**src/hw/rtl/twmr_pkg.sv**
```systemverilog
package twmr_pkg;

  localparam int unsigned DepthDefault = 32;
  localparam logic [19:0] GroupReset = 20'd60;

  typedef enum logic [1:0] {
    CMD_PUSH  = 2'd0,
    CMD_CLEAR = 2'd1,
    CMD_SUM   = 2'd2,
    CMD_READ  = 2'd3
  } cmd_t;

  localparam logic [1:0] StOk    = 2'd0;
  localparam logic [1:0] StEmpty = 2'd1;
  localparam logic [1:0] StRange = 2'd2;

  typedef struct packed {
    logic [1:0]         command;
    logic signed [31:0] value_low;
    logic signed [31:0] value_high;
    logic [31:0]        timestamp;
    logic [4:0]         entry_age;
  } in_item_t;

  typedef struct packed {
    logic [1:0]         status;
    logic signed [31:0] result_low;
    logic signed [31:0] result_high;
    logic [32:0]        spread_least;
    logic [32:0]        spread_greatest;
    logic [31:0]        window_start;
    logic [5:0]         stored_windows;
  } out_item_t;

  // classified job handed from front to back
  typedef struct packed {
    logic [1:0]         command;
    logic signed [31:0] value_low;
    logic signed [31:0] value_high;
    logic [31:0]        tag;
    logic [4:0]         entry_age;
    logic [19:0]        period;
  } job_t;

endpackage

```
**src/hw/rtl/twmr_queue.sv**
```systemverilog
// Two-entry queue between front and back.
module twmr_queue (
  input  logic           clk,
  input  logic           rst_n,
  input  logic           wr_valid,
  output logic           wr_stall,
  input  twmr_pkg::job_t wr_data,
  output logic           rd_valid,
  input  logic           rd_stall,
  output twmr_pkg::job_t rd_data
);

  twmr_pkg::job_t mem_r [2];
  logic           wp_r, rp_r;
  logic [1:0]     cnt_r;
  logic           push, pop;

  assign wr_stall = (cnt_r == 2'd2);
  assign rd_valid = (cnt_r != 2'd0);
  assign rd_data  = mem_r[rp_r];
  assign push     = wr_valid && !wr_stall;
  assign pop      = rd_valid && !rd_stall;

  always_ff @(posedge clk) begin
    if (push) mem_r[wp_r] <= wr_data;
  end

  always_ff @(posedge clk) begin
    if (!rst_n) begin
      wp_r  <= 1'b0;
      rp_r  <= 1'b0;
      cnt_r <= '0;
    end else begin
      if (push) wp_r <= !wp_r;
      if (pop) rp_r <= !rp_r;
      cnt_r <= cnt_r + {1'b0, push} - {1'b0, pop};
    end
  end

endmodule

```
**config.mk**
```make
export PLATFORM = sky130hd
export DESIGN_NAME = twmr_queue
export DESIGN_NICKNAME = d
export VERILOG_FILES = /design/src/hw/rtl/twmr_pkg.sv /design/src/hw/rtl/twmr_queue.sv
export SDC_FILE = /design/constraint.sdc
export NUM_CORES = 1
export LEC_CHECK = 0
export BUFFER_PORTS_ARGS = -buffer_cell sky130_fd_sc_hd__buf_2
export CORE_MARGIN = 2
export CORE_UTILIZATION = 50
export CTS_CLUSTER_SIZE = 40
export DETAILED_ROUTE_END_ITERATION = 10
export PLACE_DENSITY = 0.73
export SYNTH_ARGS = -nofsm -noshare
export SYNTH_HDL_FRONTEND = slang
export SYNTH_SLANG_ARGS = --single-unit
```
**constraint.sdc**
```tcl
create_clock -name clk -period 9.2 [get_ports clk]
set_input_delay 0.92 -clock clk [delete_from_list [all_inputs] [get_ports clk]]
set_output_delay 0.92 -clock clk [all_outputs]
set_load 0.01 [all_outputs]
```
==> flow_summary.yaml <==
floorplan:
  io_pins: 252
  start_util: 0.5069
  fp.dieW_um: 141.2
  dieArea_mm2: 0.01995
  core.rowCount: 50
  core_area_mm2: 0.01858
  die_y_um: 141.2
final_layout:
  area_delta_synth_final_pct: 23.56
  n_antenna_cell: 0
  drive_gt1_frac: 0.5974
  finalNetCount: 806
route:
  route.detailed.drc: 0
  final_antenna_net_count: 0
  first_pass_iters: 4
  vias: 4655
  routed_via_density: 5.022
  wl_per_cell_um: 18.00
  drt_iter0_drc: 183
  routed_wl_mm: 16.68
clock_tree:
  ctsHtreeMaxLevel: 1
  insertion_delay_ps: 500
  numCtsBuffers: 25
  tritoncts: "built"
  cts_root_buffer: "clkbuf_16"
  post-cts-setup-buffers: 0
  clock_sinks: 251
  cts_max_path_buffers: 3
  path_clk_slew_ps: 60
  cts_resized: 0
  cts_hold_buf: 0
power:
  p_sw_uw: 789.2
  clockPowerShare: 0.297
  p_int_uw: 2354
  ir_worst_vdd_uv: 179.3
  p_per_area_mw_per_mm2: 270.1
  power_frac_comb: 0.224
  netSwitchingFraction: 0.2511
  pwr-share-seq: 0.479
  power_leakage_uw: 0.004496
grt:
  grt_max_degree: 79
  grt_overflow: 0
  grt_pass1_vias: 4894
  antenna_found_initial: 1
  grt_pass1_wl_mm: 25.04
  track_usage: 0.1609
logic_synthesis:
  ys_types: 20
  seq_area_frac_synth: 0.7950
  netlist_area_mm2: 0.009418
  synth_seq_cells: 251
  yosys_warnings: 0
  synth.avg_cell_area_um2: 23.03
  syn_inst: 409
  syn_nets: 538
sta:
  finalSetupViolCount: 0
  rsz0062_at_grt: "false"
  skew_ps: 5.382
  hold_viol_final: 0
  final.period_utilization: 0.4345
  worstMarginPinSlew_ps: 1139
  fin_tns_setup_ps: 0
  holdWs_ps: 472.4
  slew_headroom: 0.2408
  period_needed_ps: 3997
  max_freq_mhz: 250.2
  drv_slew: 0
setup_path:
  r2r-end: "mem_r[1][14]"
  r2r_slack_ps: 6650
  crit_fanout: 64
  start_kind: "flop"
  worst-setup-path-type: "reg2out"
  endpoint_kind: "primary output"
  r2r_start: "cnt_r[0]"
  r2r_cells: 3
  critical_path_arrival_ps: 3080
  worstPathRequired_ps: 8280
placed_design:
  port_buffers: 251
  gp_congestion: 0.7477
worst_hold_path:
  min_path_cells: 2
  min-delay-path-class: "reg2reg"
  min-delay-start: "rp_r"
job:
  drv_cap: 0
run_status:
  status: "finished clean"
## kinds of logic after synthesis
kind of cell,share of synthesized area
xor gates and xnor gates,0.001860
buffers and inverters,0.01461
muxes,0.1782
DFF,0.7950
and+or+nand+nor,0.007707
adders and majority gates,0.002657
## Yosys cell counts
library cell | n | share of area
nor2b_1 | 1 | 0.00066
nand2_1 | 3 | 0.0012
mux2_2 | 53 | 0.063
inv_1 | 2 | 0.00080
and3_1 | 1 | 0.00066
nor2_1 | 1 | 0.00040
buf_6 | 8 | 0.0096
nand2b_1 | 3 | 0.0020
nor2b_4 | 1 | 0.0015
or2_2 | 1 | 0.00066
buf_8 | 1 | 0.0016
xnor2_1 | 1 | 0.00093
edfxtp_1 | 246 | 0.78
and2_1 | 1 | 0.00066
ha_1 | 2 | 0.0027
mux2_4 | 70 | 0.11
mux2i_1 | 3 | 0.0032
xor2_1 | 1 | 0.00093
dfxtp_1 | 5 | 0.011
buf_2 | 5 | 0.0027
## critical path, stage by stage, from the launching register on
cell     delay [ps]
dfxtp_4         890
buf_4           970
mux2_2          440
buf_2           140
## placed cells by master, fill, tap and decap left out
| master | instances |
|---|---|
| edfxtp_1 | 246 |
| nor2_4 | 1 |
| bufinv_16 | 2 |
| xnor2_1 | 1 |
| dfxtp_1 | 4 |
| nor2b_1 | 1 |
| buf_4 | 4 |
| mux2_2 | 53 |
| clkbuf_16 | 25 |
| and3_4 | 1 |
| buf_2 | 251 |
| mux2i_1 | 3 |
| nor2b_4 | 1 |
| ha_1 | 2 |
| dfxtp_4 | 1 |
| mux2_4 | 70 |
| clkinv_1 | 1 |
| clkbuf_1 | 11 |
| clkinv_2 | 3 |
| nand2b_1 | 3 |
| or2_2 | 1 |
| and2_1 | 1 |
| nand2_1 | 3 |
| xor2_1 | 1 |
| inv_1 | 2 |
| clkinvlp_4 | 1 |
## power by group through the flow
stage	clock network (uW)	registers [uW]	logic (uW)
floorplan	0	1510	505
global placement	0	1520	701
detailed placement	0	1530	713
CTS	958	1510	716
global route	1010	1520	758
finish	935	1510	703
## stage by stage
step / total power [uW] / cell area [um2] / instances / utilization / setup slack [ps]
floorplan: 2016 / 9418 / 409 / - / 2468
global route: 3286 / 11640 / 927 / 0.6263 / 5023
finish: 3143 / 11640 / 927 / 0.6263 / 5203
CTS: 3184 / 11640 / 927 / 0.6263 / 5177
global placement: 2223 / 10880 / 884 / 0.5857 / 5756
detailed placement: 2246 / 10880 / 884 / 0.5857 / 5716
## metal layers
| layer | up-vias | global-route usage | part of all wire |
|---|---|---|---|
| li1 | 2156 | - | - |
| met1 | 2256 | 0.1902 | 0.39 |
| met2 | 207 | 0.2708 | 0.48 |
| met3 | 36 | 0.06012 | 0.10 |
| met4 | 0 | 0.05895 | 0.029 |
| met5 | - | 0 | 0 |
## registers in the layout (all words and copies together), names as in the netlist, named ones only
signal  flops
mem_r     246
cnt_r       2
rp_r        1
wp_r        1
## area by class of cell
type | count | area, um2
Sequential cell | 251 | 7491
Fill cell | 1327 | 6944
Multi-Input combinational cell | 142 | 1805
Timing Repair Buffer | 255 | 1286
Clock buffer | 36 | 666.9
Tap cell | 234 | 292.8
Clock inverter | 7 | 86.33
Inverter | 2 | 7.507
## worst max-delay path by stage
stage | from | endpoint | slack [ps]
4_1_cts | flop | rd_data[1] | 5180
2_1_floorplan | wr_valid | mem_r[0][0] | 2470
6_report | flop | rd_data[31] | 5200
5_1_grt | flop | rd_data[31] | 5020
3_5_place_dp | flop | rd_data[1] | 5720
3_3_place_gp | flop | rd_data[1] | 5760
Note: power is estimated with default switching activity, not from simulation.
