### src/hw/rtl/twmr_pkg.sv
package twmr_pkg;

  localparam int unsigned DepthDefault = 32;
  localparam logic [19:0] GroupReset = 20'd60;

  typedef enum logic [1:0] {
    CMD_PUSH  = 2'd0,
    CMD_CLEAR = 2'd1,
    CMD_SUM   = 2'd2,
    CMD_READ  = 2'd3
  } cmd_t;

  localparam logic [1:0] StOk    = 2'd0;
  localparam logic [1:0] StEmpty = 2'd1;
  localparam logic [1:0] StRange = 2'd2;

  typedef struct packed {
    logic [1:0]         command;
    logic signed [31:0] value_low;
    logic signed [31:0] value_high;
    logic [31:0]        timestamp;
    logic [4:0]         entry_age;
  } in_item_t;

  typedef struct packed {
    logic [1:0]         status;
    logic signed [31:0] result_low;
    logic signed [31:0] result_high;
    logic [32:0]        spread_least;
    logic [32:0]        spread_greatest;
    logic [31:0]        window_start;
    logic [5:0]         stored_windows;
  } out_item_t;

  // classified job handed from front to back
  typedef struct packed {
    logic [1:0]         command;
    logic signed [31:0] value_low;
    logic signed [31:0] value_high;
    logic [31:0]        tag;
    logic [4:0]         entry_age;
    logic [19:0]        period;
  } job_t;

endpackage

### src/hw/rtl/twmr_front.sv
// Front: accepts beats and computes the bucket tag with a radix-2 divider.
module twmr_front (
  input  logic              clk,
  input  logic              rst_n,
  input  logic              in_valid,
  output logic              in_stall,
  input  twmr_pkg::in_item_t in_data,
  input  logic [19:0]       period,
  output logic              job_valid,
  input  logic              job_stall,
  output twmr_pkg::job_t    job_data
);

  typedef enum logic [1:0] {S_IDLE, S_DIV, S_OUT} st_t;

  st_t                st_r;
  twmr_pkg::in_item_t item_r;
  logic [19:0]        per_r;
  logic [31:0]        quo_r;
  logic [19:0]        rem_r;
  logic [4:0]         cnt_r;

  logic [20:0] trial;
  logic [20:0] diff;

  // one quotient bit per cycle
  always_comb begin
    trial = {rem_r, quo_r[31]};
    diff  = trial - {1'b0, per_r};
  end

  assign in_stall  = (st_r != S_IDLE);
  assign job_valid = (st_r == S_OUT);
  always_comb begin
    job_data.command    = item_r.command;
    job_data.value_low  = item_r.value_low;
    job_data.value_high = item_r.value_high;
    job_data.tag        = quo_r;
    job_data.entry_age  = item_r.entry_age;
    job_data.period     = per_r;
  end

  always_ff @(posedge clk) begin
    if (!rst_n) begin
      st_r <= S_IDLE;
    end else begin
      unique case (st_r)
        S_IDLE: begin
          if (in_valid) begin
            item_r <= in_data;
            per_r  <= (period == 20'd0) ? 20'd1 : period;
            quo_r  <= in_data.timestamp;
            rem_r  <= '0;
            cnt_r  <= '0;
            st_r   <= (in_data.command == twmr_pkg::CMD_PUSH) ? S_DIV : S_OUT;
          end
        end
        S_DIV: begin
          if (!diff[20]) begin
            rem_r <= diff[19:0];
            quo_r <= {quo_r[30:0], 1'b1};
          end else begin
            rem_r <= trial[19:0];
            quo_r <= {quo_r[30:0], 1'b0};
          end
          cnt_r <= cnt_r + 5'd1;
          if (cnt_r == 5'd31) st_r <= S_OUT;
        end
        S_OUT: begin
          if (!job_stall) st_r <= S_IDLE;
        end
        default: st_r <= S_IDLE;
      endcase
    end
  end

endmodule

### config.mk
export PLATFORM = sky130hd
export DESIGN_NAME = twmr_front
export DESIGN_NICKNAME = d
export VERILOG_FILES = /design/src/hw/rtl/twmr_pkg.sv /design/src/hw/rtl/twmr_front.sv
export SDC_FILE = /design/constraint.sdc
export NUM_CORES = 1
export LEC_CHECK = 0
export CAP_MARGIN = 10
export CORE_ASPECT_RATIO = 2
export CORE_MARGIN = 2
export CORE_UTILIZATION = 40
export CTS_CLUSTER_DIAMETER = 80
export DETAILED_ROUTE_END_ITERATION = 6
export DONT_BUFFER_PORTS = 1
export MAX_ROUTING_LAYER = met4
export SYNTH_ARGS = -nofsm -noshare
export SYNTH_HDL_FRONTEND = slang
export SYNTH_SLANG_ARGS = --single-unit
### constraint.sdc
create_clock -name clk -period 16.6 [get_ports clk]
set_clock_uncertainty 0.2 [all_clocks]
set_input_delay 0.83 -clock clk [delete_from_list [all_inputs] [get_ports clk]]
set_output_delay 0.83 -clock clk [all_outputs]
set_load 0.05 [all_outputs]
==> results of run 1 <==
## registers in the layout (all words and copies together) (netlist names)
register	count
job_data	71
quo_r	32
per_r	20
rem_r	20
cnt_r	5
st_r	2
## how the worst min path moves through the flow
| stage | end | cells past startpoint |
|---|---|---|
| 2_1_floorplan | cnt_r[0] | 1 |
| 5_1_grt | job_data[99] | 0 |
| 3_5_place_dp | cnt_r[0] | 1 |
| 3_3_place_gp | cnt_r[0] | 1 |
| 6_report | job_data[73] | 0 |
| 4_1_cts | per_r[16] | 0 |
## layout make-up
type,count,area (µm²)
Fill cell,1440,8890
Sequential cell,150,4480
Multi-Input combinational cell,311,1890
Clock buffer,18,429
Tap cell,204,255
Clock inverter,14,174
Inverter,32,120
Timing Repair Buffer,3,22.5
Antenna cell,1,2.50
## power groups by stage
stage | Clock, mW | Sequential, mW | Combinational, mW
6_report | 0.393 | 0.501 | 0.0690
5_1_grt | 0.414 | 0.503 | 0.0776
4_1_cts | 0.401 | 0.502 | 0.0693
3_5_place_dp | 0 | 0.509 | 0.0690
3_3_place_gp | 0 | 0.509 | 0.0685
2_1_floorplan | 0 | 0.506 | 0.0543
## placed cells by master (no fill, tap or decap), types with 2 or more instances in the layout
cell	instances
edfxtp_1	148
xor2_1	7
dfxtp_1	2
a21oi_1	24
a21o_1	8
inv_1	32
o21ai_1	2
or3_1	4
clkinv_4	3
inv_6	3
o41ai_1	3
a211oi_1	3
nand4_1	3
nor2b_1	6
o211ai_1	13
o31a_1	2
nor4_1	4
and2_1	3
clkinvlp_4	3
clkbuf_16	17
a2111oi_0	2
ha_1	22
xnor2_1	6
o21ai_0	21
nand3_1	11
nor2_1	12
or2_2	3
a31oi_1	3
nand2_1	106
o31ai_1	10
nor3_1	7
and3_1	3
o21a_1	4
bufinv_16	3
buf_4	3
## worst max-delay path: stages (launching register included)
cell	delay, ns
edfxtp_1	0.67
inv_1	0.09
ha_1	0.24
fa_1	0.39
nor2b_1	0.20
o31a_1	0.19
o21ai_1	0.14
a21oi_2	0.36
a2111oi_4	0.15
nor3_1	0.72
buf_4	0.33
or4b_1	0.14
a21oi_1	0.06
## metal layers
metal	wire length, µm	vias to the layer above	GRT usage, %
met2	9690	181	35.4
li1	-	1890	-
met4	458	0	8.58
met1	5710	1974	19.7
met5	0	-	-
met3	1040	34	6.03
## cell families (layout without fill, tap and decap cells)
| kind of cell | after synthesis | count (layout) | share of synthesized area (%) |
|---|---|---|---|
| AO/OA/AOI/OAI | 103 | 103 | 10.5 |
| XOR/XNOR | 13 | 13 | 1.72 |
| adder cells (fa/ha/maj) | 23 | 23 | 4.45 |
| buffers and inverters | 70 | 67 | 4.13 |
| flip-flops | 150 | 150 | 67.6 |
| multiplexers | 1 | 1 | 0.151 |
| other | 0 | 1 | 0 |
| AND/OR/NAND/NOR | 171 | 171 | 11.5 |
## per-stage QoR
step | util (%) | hold slack (ns) | instance area [µm²]
3_5_place_dp | 41.7 | 0.383 | 6780
6_report | 45.4 | 0.297 | 7380
5_1_grt | 45.4 | 0.278 | 7380
3_3_place_gp | 41.7 | 0.375 | 6780
4_1_cts | 45.4 | 0.280 | 7380
2_1_floorplan | - | 0.361 | 6630
==> out/results.ini, run 1 <==
[job]
maxCapViolCount = 0

[worst_hold_path]
hold_path_class = primary input to flip-flop
min_from = in_data[53]

[critical_path]
critical_path.endpoint = rem_r[6]
path_class = flip-flop to flip-flop
ff2ff_setup_slack_ns = 12.40
rr_worst_depth = 12
cp.required_ns = 16.52
setup.worst_path.end_class = flip-flop
r2r-start = quo_r[31]
arrival_ns = 4.12
worstSetupStartpoint = quo_r[31]
cp-start-kind = flip-flop
regToRegEndpoint = rem_r[6]
crit_path_max_fanout = 14

[clock_tree]
clk_pin_slew_ns = 0.06
htree_levels = 4
cts_setup_buffers = 0
cts_tree = done
numClockSinks = 150
numCtsBuffers = 17
clock_latency_ns = 0.42
cts_resized = 0
hold_buffers = 0
clockBufferDepth = 2
root_buffer = clkbuf_16

[finish]
syn_to_final_growth_pct = 11.3
drive_gt1_share_pct = 8.52
num-nets-final = 665
stdcell_count = 733

[timing]
drv_slew = 0
tns_ns = 0
finalCriticalPeriod_ns = 4.20
tightest_slew_ns = 1.17
fin_ws_ns = 12.40
max-slew-margin-rel_pct = 22.1
setup_viol = 0
rsz0062_at_grt = no
period_share_pct = 25.3
fmax_mhz = 238
hold_viol_final = 0

[route]
vias = 4079
dr.pass1.iters = 4
antenna_left = 0
wl_um = 16900
routed_via_density = 5.56
drc = 0
drtIter0Drc = 229
wire_per_inst_um = 23.1

[pwr]
p_leak_nw = 2.73
internal-power_mw = 0.701
p_per_area_nw_per_um2 = 130
peakVddDrop_uv = 86.1
switching_power_mw = 0.262
power_frac_seq_pct = 52.0
netSwitchingFraction_pct = 27.2
power_mw = 0.963
clkPwrFrac_pct = 40.8
power_frac_comb_pct = 7.2

[global_routing]
antenna_found_initial = 1
grt_pass1_vias = 4271
grt_usage_pct = 19.9
grt_max_degree = 66
grt_pass1_wl_um = 24400
grt_overflow = 0

[synth]
ys_warn_count = 0
seq_area_frac_synth_pct = 67.6
synth_nets = 681
ys_async_sr_fraction_pct = 0
ys_ff_latch = 150
synth_cell_type_count = 49
yosys-top-cells-count = 148 x edfxtp_1, 106 x nand2_1, 32 x clkbuf_1, 32 x inv_1, 24 x a21oi_1
syn-cell-area_um2 = 6630
synth_area_leader_cell = edfxtp_1
ys.flop_type = edfxtp_1
synth.top_cells.by_area = edfxtp_1 67%, nand2_1 6.0%, ha_1 4.2%
syn_area_per_cell_um2 = 12.5
synth-edff-count = 148
syn-instance-count = 531
synth.most_common_cell = edfxtp_1
synth_top_area_share_pct = 67.0

[floorplan]
fp.dieArea_um2 = 17700
rows = 66
core_um2 = 16300
start_util_pct = 40.8
die_w_um = 95.0
die_h_um = 186
num_io_pins = 252

[place]
pre_cts_ws_ns = 12.38
placement.io_buffers = 0
dp.cells = 700
routabilityCongestion = 0.844
dp_hpwl_um = 12600

[status]
status = complete, no violations

Note: power is estimated with default switching activity, not from simulation.
==> run 2: changes to the inputs <==
--- a/config.mk
+++ b/config.mk
@@ -5,6 +5,7 @@
 export SDC_FILE = /design/constraint.sdc
 export NUM_CORES = 1
 export LEC_CHECK = 0
+export ABC_AREA = 1
 export CAP_MARGIN = 10
 export CORE_ASPECT_RATIO = 2
 export CORE_MARGIN = 2
==> constraint.sdc (replaced) <==
create_clock -name clk -period 4 [get_ports clk]
set_clock_uncertainty 0.2 [all_clocks]
set_input_delay 0.2 -clock clk [delete_from_list [all_inputs] [get_ports clk]]
set_output_delay 0.2 -clock clk [all_outputs]
set_load 0.05 [all_outputs]
==> run 2 against run 1 <==
Against the previous run: first-iteration DRC count is 4.4% lower; critical path depth is 2 higher; total power grew to 4.5 times the previous value; cell count is 42% higher; global-route usage is 1.3 points higher; clock power grew to 4.1 times the previous value.
==> out/results.ini, run 2 <==
[place]
dp.cells = 880  ; was 700
routabilityCongestion = 1.00  ; was 0.844
placement.io_buffers = 0  ; unchanged
dp_hpwl_um = 13300  ; was 12600 µm
pre_cts_ws_ns = 0.969  ; was 12.38 ns

[timing]
period_share_pct = 75.9  ; was 25.3%
hold_slack_ns = 0.0333  ; was 0.297 ns
tightest_slew_ns = 0.965  ; was 1.17 ns
finalCriticalPeriod_ns = 3.04  ; was 4.20 ns
hold_viol_final = 0  ; unchanged
fmax_mhz = 329  ; was 238 MHz
fin_ws_ns = 0.962  ; was 12.40 ns
setup_viol = 0  ; unchanged
tns_ns = 0  ; unchanged
max-slew-margin-rel_pct = 35.4  ; was 22.1%
rsz0062_at_grt = no  ; unchanged
drv_slew = 0  ; unchanged

[critical_path]
r2r-start = quo_r[31]  ; unchanged
crit_path_max_fanout = 20  ; was 14
cp_slowest_cell = edfxtp_1  ; was nor3_1
cp.required_ns = 3.97  ; was 16.52 ns
worstSetupStartpoint = quo_r[31]  ; unchanged
rr_worst_depth = 14  ; was 12
cp-start-kind = flip-flop  ; unchanged
crit_chain = inv_1, ha_1, fa_1, inv_1, nand2_1, nand2_1, and2_4, nand2_2, nand3_2, nand2_2, nand2_2, nand2_1, nand2_1, nor2_1  ; was inv_1, ha_1, fa_1, nor2b_1, o31a_1, o21ai_1, a21oi_2, a2111oi_4, nor3_1, buf_4, or4b_1, a21oi_1
ff2ff_setup_slack_ns = 0.96  ; was 12.40 ns
path_class = flip-flop to flip-flop  ; unchanged
arrival_ns = 3.01  ; was 4.12 ns
slowest_delay_ns = 0.69  ; was 0.72 ns
setup.worst_path.end_class = flip-flop  ; unchanged
critical_path.endpoint = rem_r[11]  ; was rem_r[6]
regToRegEndpoint = rem_r[11]  ; was rem_r[6]
worst_path_most_repeated_cell = nand2_1

[synth]
synth.most_common_cell = nand2_1  ; was edfxtp_1
synth_cell_type_count = 33  ; was 49
synth_top_area_share_pct = 63.2  ; was 67.0%
ys.flop_type = edfxtp_1  ; unchanged
syn_area_per_cell_um2 = 10.1  ; was 12.5 µm²
ys_async_sr_fraction_pct = 0  ; unchanged
syn-cell-area_um2 = 7030  ; was 6630 µm²
syn-instance-count = 697  ; was 531
ys_ff_latch = 150  ; unchanged
synth_nets = 847  ; was 681
synth_area_leader_cell = edfxtp_1  ; unchanged
ys_warn_count = 0  ; unchanged
synth-edff-count = 148  ; unchanged
seq_area_frac_synth_pct = 63.7  ; was 67.6%
synth.top_cells.by_area = edfxtp_1 63%, nand2_1 13%, inv_1 4.5%  ; was edfxtp_1 67%, nand2_1 6.0%, ha_1 4.2%
yosys-top-cells-count = 242 x nand2_1, 148 x edfxtp_1, 85 x inv_1, 63 x nor2_1, 27 x clkbuf_1  ; was 148 x edfxtp_1, 106 x nand2_1, 32 x clkbuf_1, 32 x inv_1, 24 x a21oi_1

[route]
antenna_left = 0  ; unchanged
wire_per_inst_um = 18.8  ; was 23.1 µm
drtIter0Drc = 219  ; was 229
routed_via_density = 5.01  ; was 5.56
wl_um = 19500  ; was 16900 µm
drc = 0  ; unchanged
vias = 5205  ; was 4079
dr.pass1.iters = 5  ; was 4

[clock_tree]
cts_resized = 0  ; unchanged
htree_levels = 4  ; unchanged
numClockSinks = 150  ; unchanged
root_buffer = clkbuf_16  ; unchanged
cts_tree = done  ; unchanged
clock_latency_ns = 0.43  ; was 0.42 ns
numCtsBuffers = 17  ; unchanged
clk_pin_slew_ns = 0.07  ; was 0.06 ns
clockBufferDepth = 2  ; unchanged

[global_routing]
grt_max_degree = 66  ; unchanged
grt_pass1_vias = 5636  ; was 4271
grt_usage_pct = 21.2  ; was 19.9%
antenna_found_initial = 0  ; was 1
grt_pass1_wl_um = 29100  ; was 24400 µm
grt_overflow = 0  ; unchanged

[finish]
num-fill-cells = 1473  ; was 1440
regArea_um2 = 4480  ; unchanged
stdcell_count = 1039  ; was 733
fin_util_pct = 52.6  ; was 45.4%
largest_register_ffs = 71  ; unchanged
num-nets-final = 966  ; was 665
multi_input_area_um2 = 2110  ; was 1890 µm²
mostFrequentLayoutCells = 242 x nand2_1, 148 x edfxtp_1, 127 x dlygate4sd3_1  ; was 148 x edfxtp_1, 106 x nand2_1, 32 x inv_1
drive_gt1_share_pct = 7.48  ; was 8.52%
diodes = 0  ; was 1
syn_to_final_growth_pct = 29.2  ; was 11.3%
final_common_cell = nand2_1  ; was edfxtp_1

[floorplan]
die_h_um = 192  ; was 186 µm
num_io_pins = 252  ; unchanged
start_util_pct = 40.7  ; was 40.8%
die_w_um = 97.8  ; was 95.0 µm
core_um2 = 17300  ; was 16300 µm²
rows = 68  ; was 66
fp.dieArea_um2 = 18700  ; was 17700 µm²

[status]
status = complete, no violations  ; unchanged

[pwr]
p_per_area_nw_per_um2 = 474  ; was 130 nW/µm²
p_leak_nw = 3.81  ; was 2.73 nW
peakVddDrop_uv = 317  ; was 86.1 µV

[worst_hold_path]
hold_path_class = primary input to flip-flop  ; unchanged

[job]
maxCapViolCount = 0  ; unchanged

-- run 2: cell types whose count changed after synthesis, sizes merged, moves of 10 or more --
cell | before | now
o31ai | 10 | 0
inv | 32 | 86
nand2 | 107 | 251
o211ai | 13 | 0
nor2 | 13 | 75
o21ai | 24 | 7
-- run 2: what timing repair did --
item | 4_1_cts | 5_1_grt
setup endpoints to repair | 0 | 0
hold buffers | 127 | 0
hold endpoints to repair | 125 | 0
buffers inserted | 0 | 0
-- run 2: worst min path at each step --
| stage | start | end | depth (start not counted) |
|---|---|---|---|
| 2_1_floorplan | in_data[80] | job_data[100] | 0 |
| 3_3_place_gp | in_data[84] | job_data[104] | 0 |
| 3_5_place_dp | in_data[4] | job_data[24] | 0 |
| 4_1_cts | in_valid | job_data[117] | 2 |
| 5_1_grt | in_valid | job_data[104] | 2 |
| 6_report | in_valid | job_data[117] | 2 |
-- run 2: metal layers --
| metal | vias up | part of all wire, % | GRT usage [%] |
|---|---|---|---|
| met5 | - | 0 | - |
| met1 | 2464 | 36 | 20.2 |
| met4 | 0 | 3.7 | 10.8 |
| met2 | 201 | 56 | 39.2 |
| met3 | 46 | 4.6 | 5.01 |
| li1 | 2494 | - | - |
-- run 2: per-stage QoR --
stage	total power, mW	instance area, µm²
2_1_floorplan	2.51	7040
3_3_place_gp	2.61	7220
3_5_place_dp	2.62	7220
4_1_cts	4.33	9090
5_1_grt	4.46	9090
6_report	4.31	9090
-- run 2: worst max-delay path, delay by kind of cell, from the launching register on --
family	cells	cell delay, ns
DFF	1	0.69
and+or+nand+nor	10	1.02
buffers and inverters	2	0.19
adders and majority gates	2	0.69
-- run 2: power breakdown --
part / internal [mW] / total, mW / switching [mW]
sequential: 1.86 / 2.16 / 0.306
combinational: 0.209 / 0.536 / 0.326
clock: 0.847 / 1.61 / 0.763
-- run 2: kinds of logic after synthesis --
logic type | after synthesis | synth area share, %
and+or+nand+nor | 366 | 21.7
AOI/OAI and AO/OA | 31 | 2.44
xor gates and xnor gates | 11 | 1.37
buffers and inverters | 116 | 6.51
DFF | 150 | 63.7
adders and majority gates | 23 | 4.20
-- run 2: area by class of cell --
type / count / share of cell area, %
clock buffers: 17 / 4.68
clock inverters: 15 / 1.93
inverters: 86 / 3.55
multi-input cells: 431 / 23.2
flip-flops and latches: 150 / 49.3
well taps: 210 / 2.89
repair buffers: 130 / 14.4
==> run 3: changes to the inputs <==
==> constraint.sdc (replaced) <==
create_clock -name clk -period 2.6 [get_ports clk]
set_clock_uncertainty 0.2 [all_clocks]
set_input_delay 0.13 -clock clk [delete_from_list [all_inputs] [get_ports clk]]
set_output_delay 0.13 -clock clk [all_outputs]
set_load 0.05 [all_outputs]
==> run 3 against run 2 <==
Against the previous run: global-route usage increased by 0.91 points; maximum frequency increased by 22%; worst hold slack improved by 0.023 ns; total power increased by 56%; combinational power increased by 85%; non-clock buffer count increased by 36; first-iteration DRC count increased by 14%; core utilization increased by 2.2 points; largest cell class unchanged; largest power group unchanged.
==> out/results.ini, run 3 (same netlist as run 2, synthesis figures left out) <==
[status]
status = complete, no violations  ; unchanged

[timing]
finalCriticalPeriod_ns = 2.48  ; was 3.04 ns
tightest_slew_ns = 0.610  ; was 0.965 ns
period_share_pct = 95.5  ; was 75.9%
hold_slack_ns = 0.0567  ; was 0.0333 ns
fmax_mhz = 403  ; was 329 MHz
max-slew-margin-rel_pct = 59.3  ; was 35.4%
setup_viol = 0  ; unchanged
drv_slew = 0  ; unchanged
rsz0062_at_grt = yes  ; was no
hold_viol_final = 0  ; unchanged
fin_ws_ns = 0.117  ; was 0.962 ns

[global_routing]
grt_max_degree = 87  ; was 66
grt_pass1_wl_um = 30600  ; was 29100 µm
grt_pass1_vias = 5797  ; was 5636
grt_overflow = 0  ; unchanged
grt_usage_pct = 22.1  ; was 21.2%
antenna_found_initial = 0  ; unchanged

[route]
dr.pass1.iters = 6  ; was 5
drc = 0  ; unchanged
wl_um = 20400  ; was 19500 µm
antenna_left = 0  ; unchanged
routed_via_density = 5.01  ; about the same
wire_per_inst_um = 18.9  ; was 18.8 µm
drtIter0Drc = 249  ; was 219
vias = 5404  ; was 5205

[critical_path]
crit_chain = inv_1, ha_1, nand2_1, inv_1, nand2_1, nand2_1, nand2_1, nand2_1, nand2_1, nand4_1, buf_4, nand2_2, nand2_1, nand2_1, nor2_1  ; was inv_1, ha_1, fa_1, inv_1, nand2_1, nand2_1, and2_4, nand2_2, nand3_2, nand2_2, nand2_2, nand2_1, nand2_1, nor2_1
cp_slowest_cell = edfxtp_1  ; unchanged
ff2ff_setup_slack_ns = 0.12  ; was 0.96 ns
cp-start-kind = flip-flop  ; unchanged
critPathBufInv = 3  ; was 2
worst_path_most_repeated_cell = nand2_1  ; unchanged
slowest_delay_ns = 0.37  ; was 0.69 ns
crit_path_max_fanout = 5  ; was 20
path_class = flip-flop to flip-flop  ; unchanged
path_depth = 15  ; was 14
r2r-start = per_r[6]  ; was quo_r[31]
regToRegEndpoint = rem_r[5]  ; was rem_r[11]
worstSetupStartpoint = per_r[6]  ; was quo_r[31]
setup.worst_path.end_class = flip-flop  ; unchanged
arrival_ns = 2.47  ; was 3.01 ns
rr_worst_depth = 15  ; was 14
cp.required_ns = 2.58  ; was 3.97 ns
critical_path.endpoint = rem_r[5]  ; was rem_r[11]
cpLargestDelayFamily = simple AND/OR/NAND/NOR gates  ; unchanged

[place]
routabilityCongestion = 0.961  ; was 1.00
placement.io_buffers = 0  ; unchanged
dp_hpwl_um = 13900  ; was 13300 µm
pre_cts_ws_ns = 0.115  ; was 0.969 ns
place_area_um2 = 7460  ; was 7220 µm²

[clock_tree]
numCtsBuffers = 17  ; unchanged
clockBufferDepth = 2  ; unchanged
clk_pin_slew_ns = 0.07  ; about the same
numClockSinks = 150  ; unchanged
root_buffer = clkbuf_16  ; unchanged
htree_levels = 4  ; unchanged
clock_latency_ns = 0.42  ; was 0.43 ns
cts_tree = done  ; unchanged

[pwr]
p_per_area_nw_per_um2 = 711  ; was 474 nW/µm²
power_frac_comb_pct = 14.7  ; was 12.4%
internal-power_mw = 4.54  ; was 2.91 mW
clkPwrFrac_pct = 36.9  ; was 37.4%
switching_power_mw = 2.19  ; was 1.40 mW
netSwitchingFraction_pct = 32.5  ; was 32.4%
power_mw = 6.73  ; was 4.31 mW
peakVddDrop_uv = 503  ; was 317 µV
p_leak_nw = 4.01  ; was 3.81 nW
power_frac_seq_pct = 48.4  ; was 50.2%

[job]
maxCapViolCount = 0  ; unchanged

[finish]
post-route-cell-area_um2 = 9460  ; was 9090 µm²
largest_register_ffs = 71  ; unchanged
fin_util_pct = 54.8  ; was 52.6%
num-nets-final = 1005  ; was 966
final_common_cell = nand2_1  ; unchanged
mostFrequentLayoutCells = 242 x nand2_1, 148 x edfxtp_1, 128 x dlygate4sd3_1  ; was 242 x nand2_1, 148 x edfxtp_1, 127 x dlygate4sd3_1
drive_gt1_share_pct = 12.6  ; was 7.48%
syn_to_final_growth_pct = 34.5  ; was 29.2%

[floorplan]
die_w_um = 97.8  ; unchanged
start_util_pct = 40.7  ; unchanged
core_um2 = 17300  ; unchanged
num_io_pins = 252  ; unchanged
die_h_um = 192  ; unchanged
rows = 68  ; unchanged
fp.dieArea_um2 = 18700  ; unchanged

[worst_hold_path]
hold_path_class = primary input to flip-flop  ; unchanged

-- run 3: final cells by class --
cell class,instances,area [µm²]
Clock buffer,17,425
Multi-Input combinational cell,434,2210
Timing Repair Buffer,166,1580
Clock inverter,15,178
Fill cell,1447,7810
Tap cell,210,263
Sequential cell,150,4480
Antenna cell,1,2.50
Inverter,86,325
-- run 3: stage by stage --
stage / TNS, ns / std cells
CTS: 0 / 1071
global route: -0.178 / 1078
detailed placement: 0 / 911
finish: 0 / 1079
global placement: 0 / 911
floorplan: -0.0613 / 697
-- run 3: power by group through the flow --
stage / registers, mW / clock network (mW) / logic [mW]
floorplan: 3.34 / 0 / 0.526
global placement: 3.31 / 0 / 0.757
detailed placement: 3.31 / 0 / 0.773
CTS: 3.26 / 2.51 / 0.938
global route: 3.27 / 2.61 / 1.09
finish: 3.26 / 2.48 / 0.989
-- run 3: worst min-delay path by stage --
stage / slack [ns] / endpoint / depth (start not counted) / from
6_report: 0.06 / per_r[0] / 2 / period[18]
5_1_grt: 0.05 / per_r[0] / 2 / period[18]
4_1_cts: 0.06 / per_r[0] / 4 / period[14]
3_5_place_dp: 0.03 / job_data[99] / 0 / in_data[79]
3_3_place_gp: 0.03 / job_data[113] / 0 / in_data[93]
2_1_floorplan: 0.03 / job_data[100] / 0 / in_data[80]
-- run 3: timing repair --
item | 4_1_cts | 5_1_grt
setup endpoints to repair | 0 | 20
hold buffers | 128 | 0
endpoints found under the hold margin | 130 | 0
gates resized for setup | 0 | 11
setup buffers | 0 | 4
-- run 3: per-layer routing --
| layer | global-route usage, % | vias to the layer above | share of wire (%) |
|---|---|---|---|
| li1 | - | 2570 | - |
| met1 | 22.0 | 2558 | 35 |
| met2 | 40.4 | 223 | 56 |
| met3 | 4.06 | 53 | 4.7 |
| met4 | 12.0 | 0 | 4.7 |
| met5 | - | - | 0 |
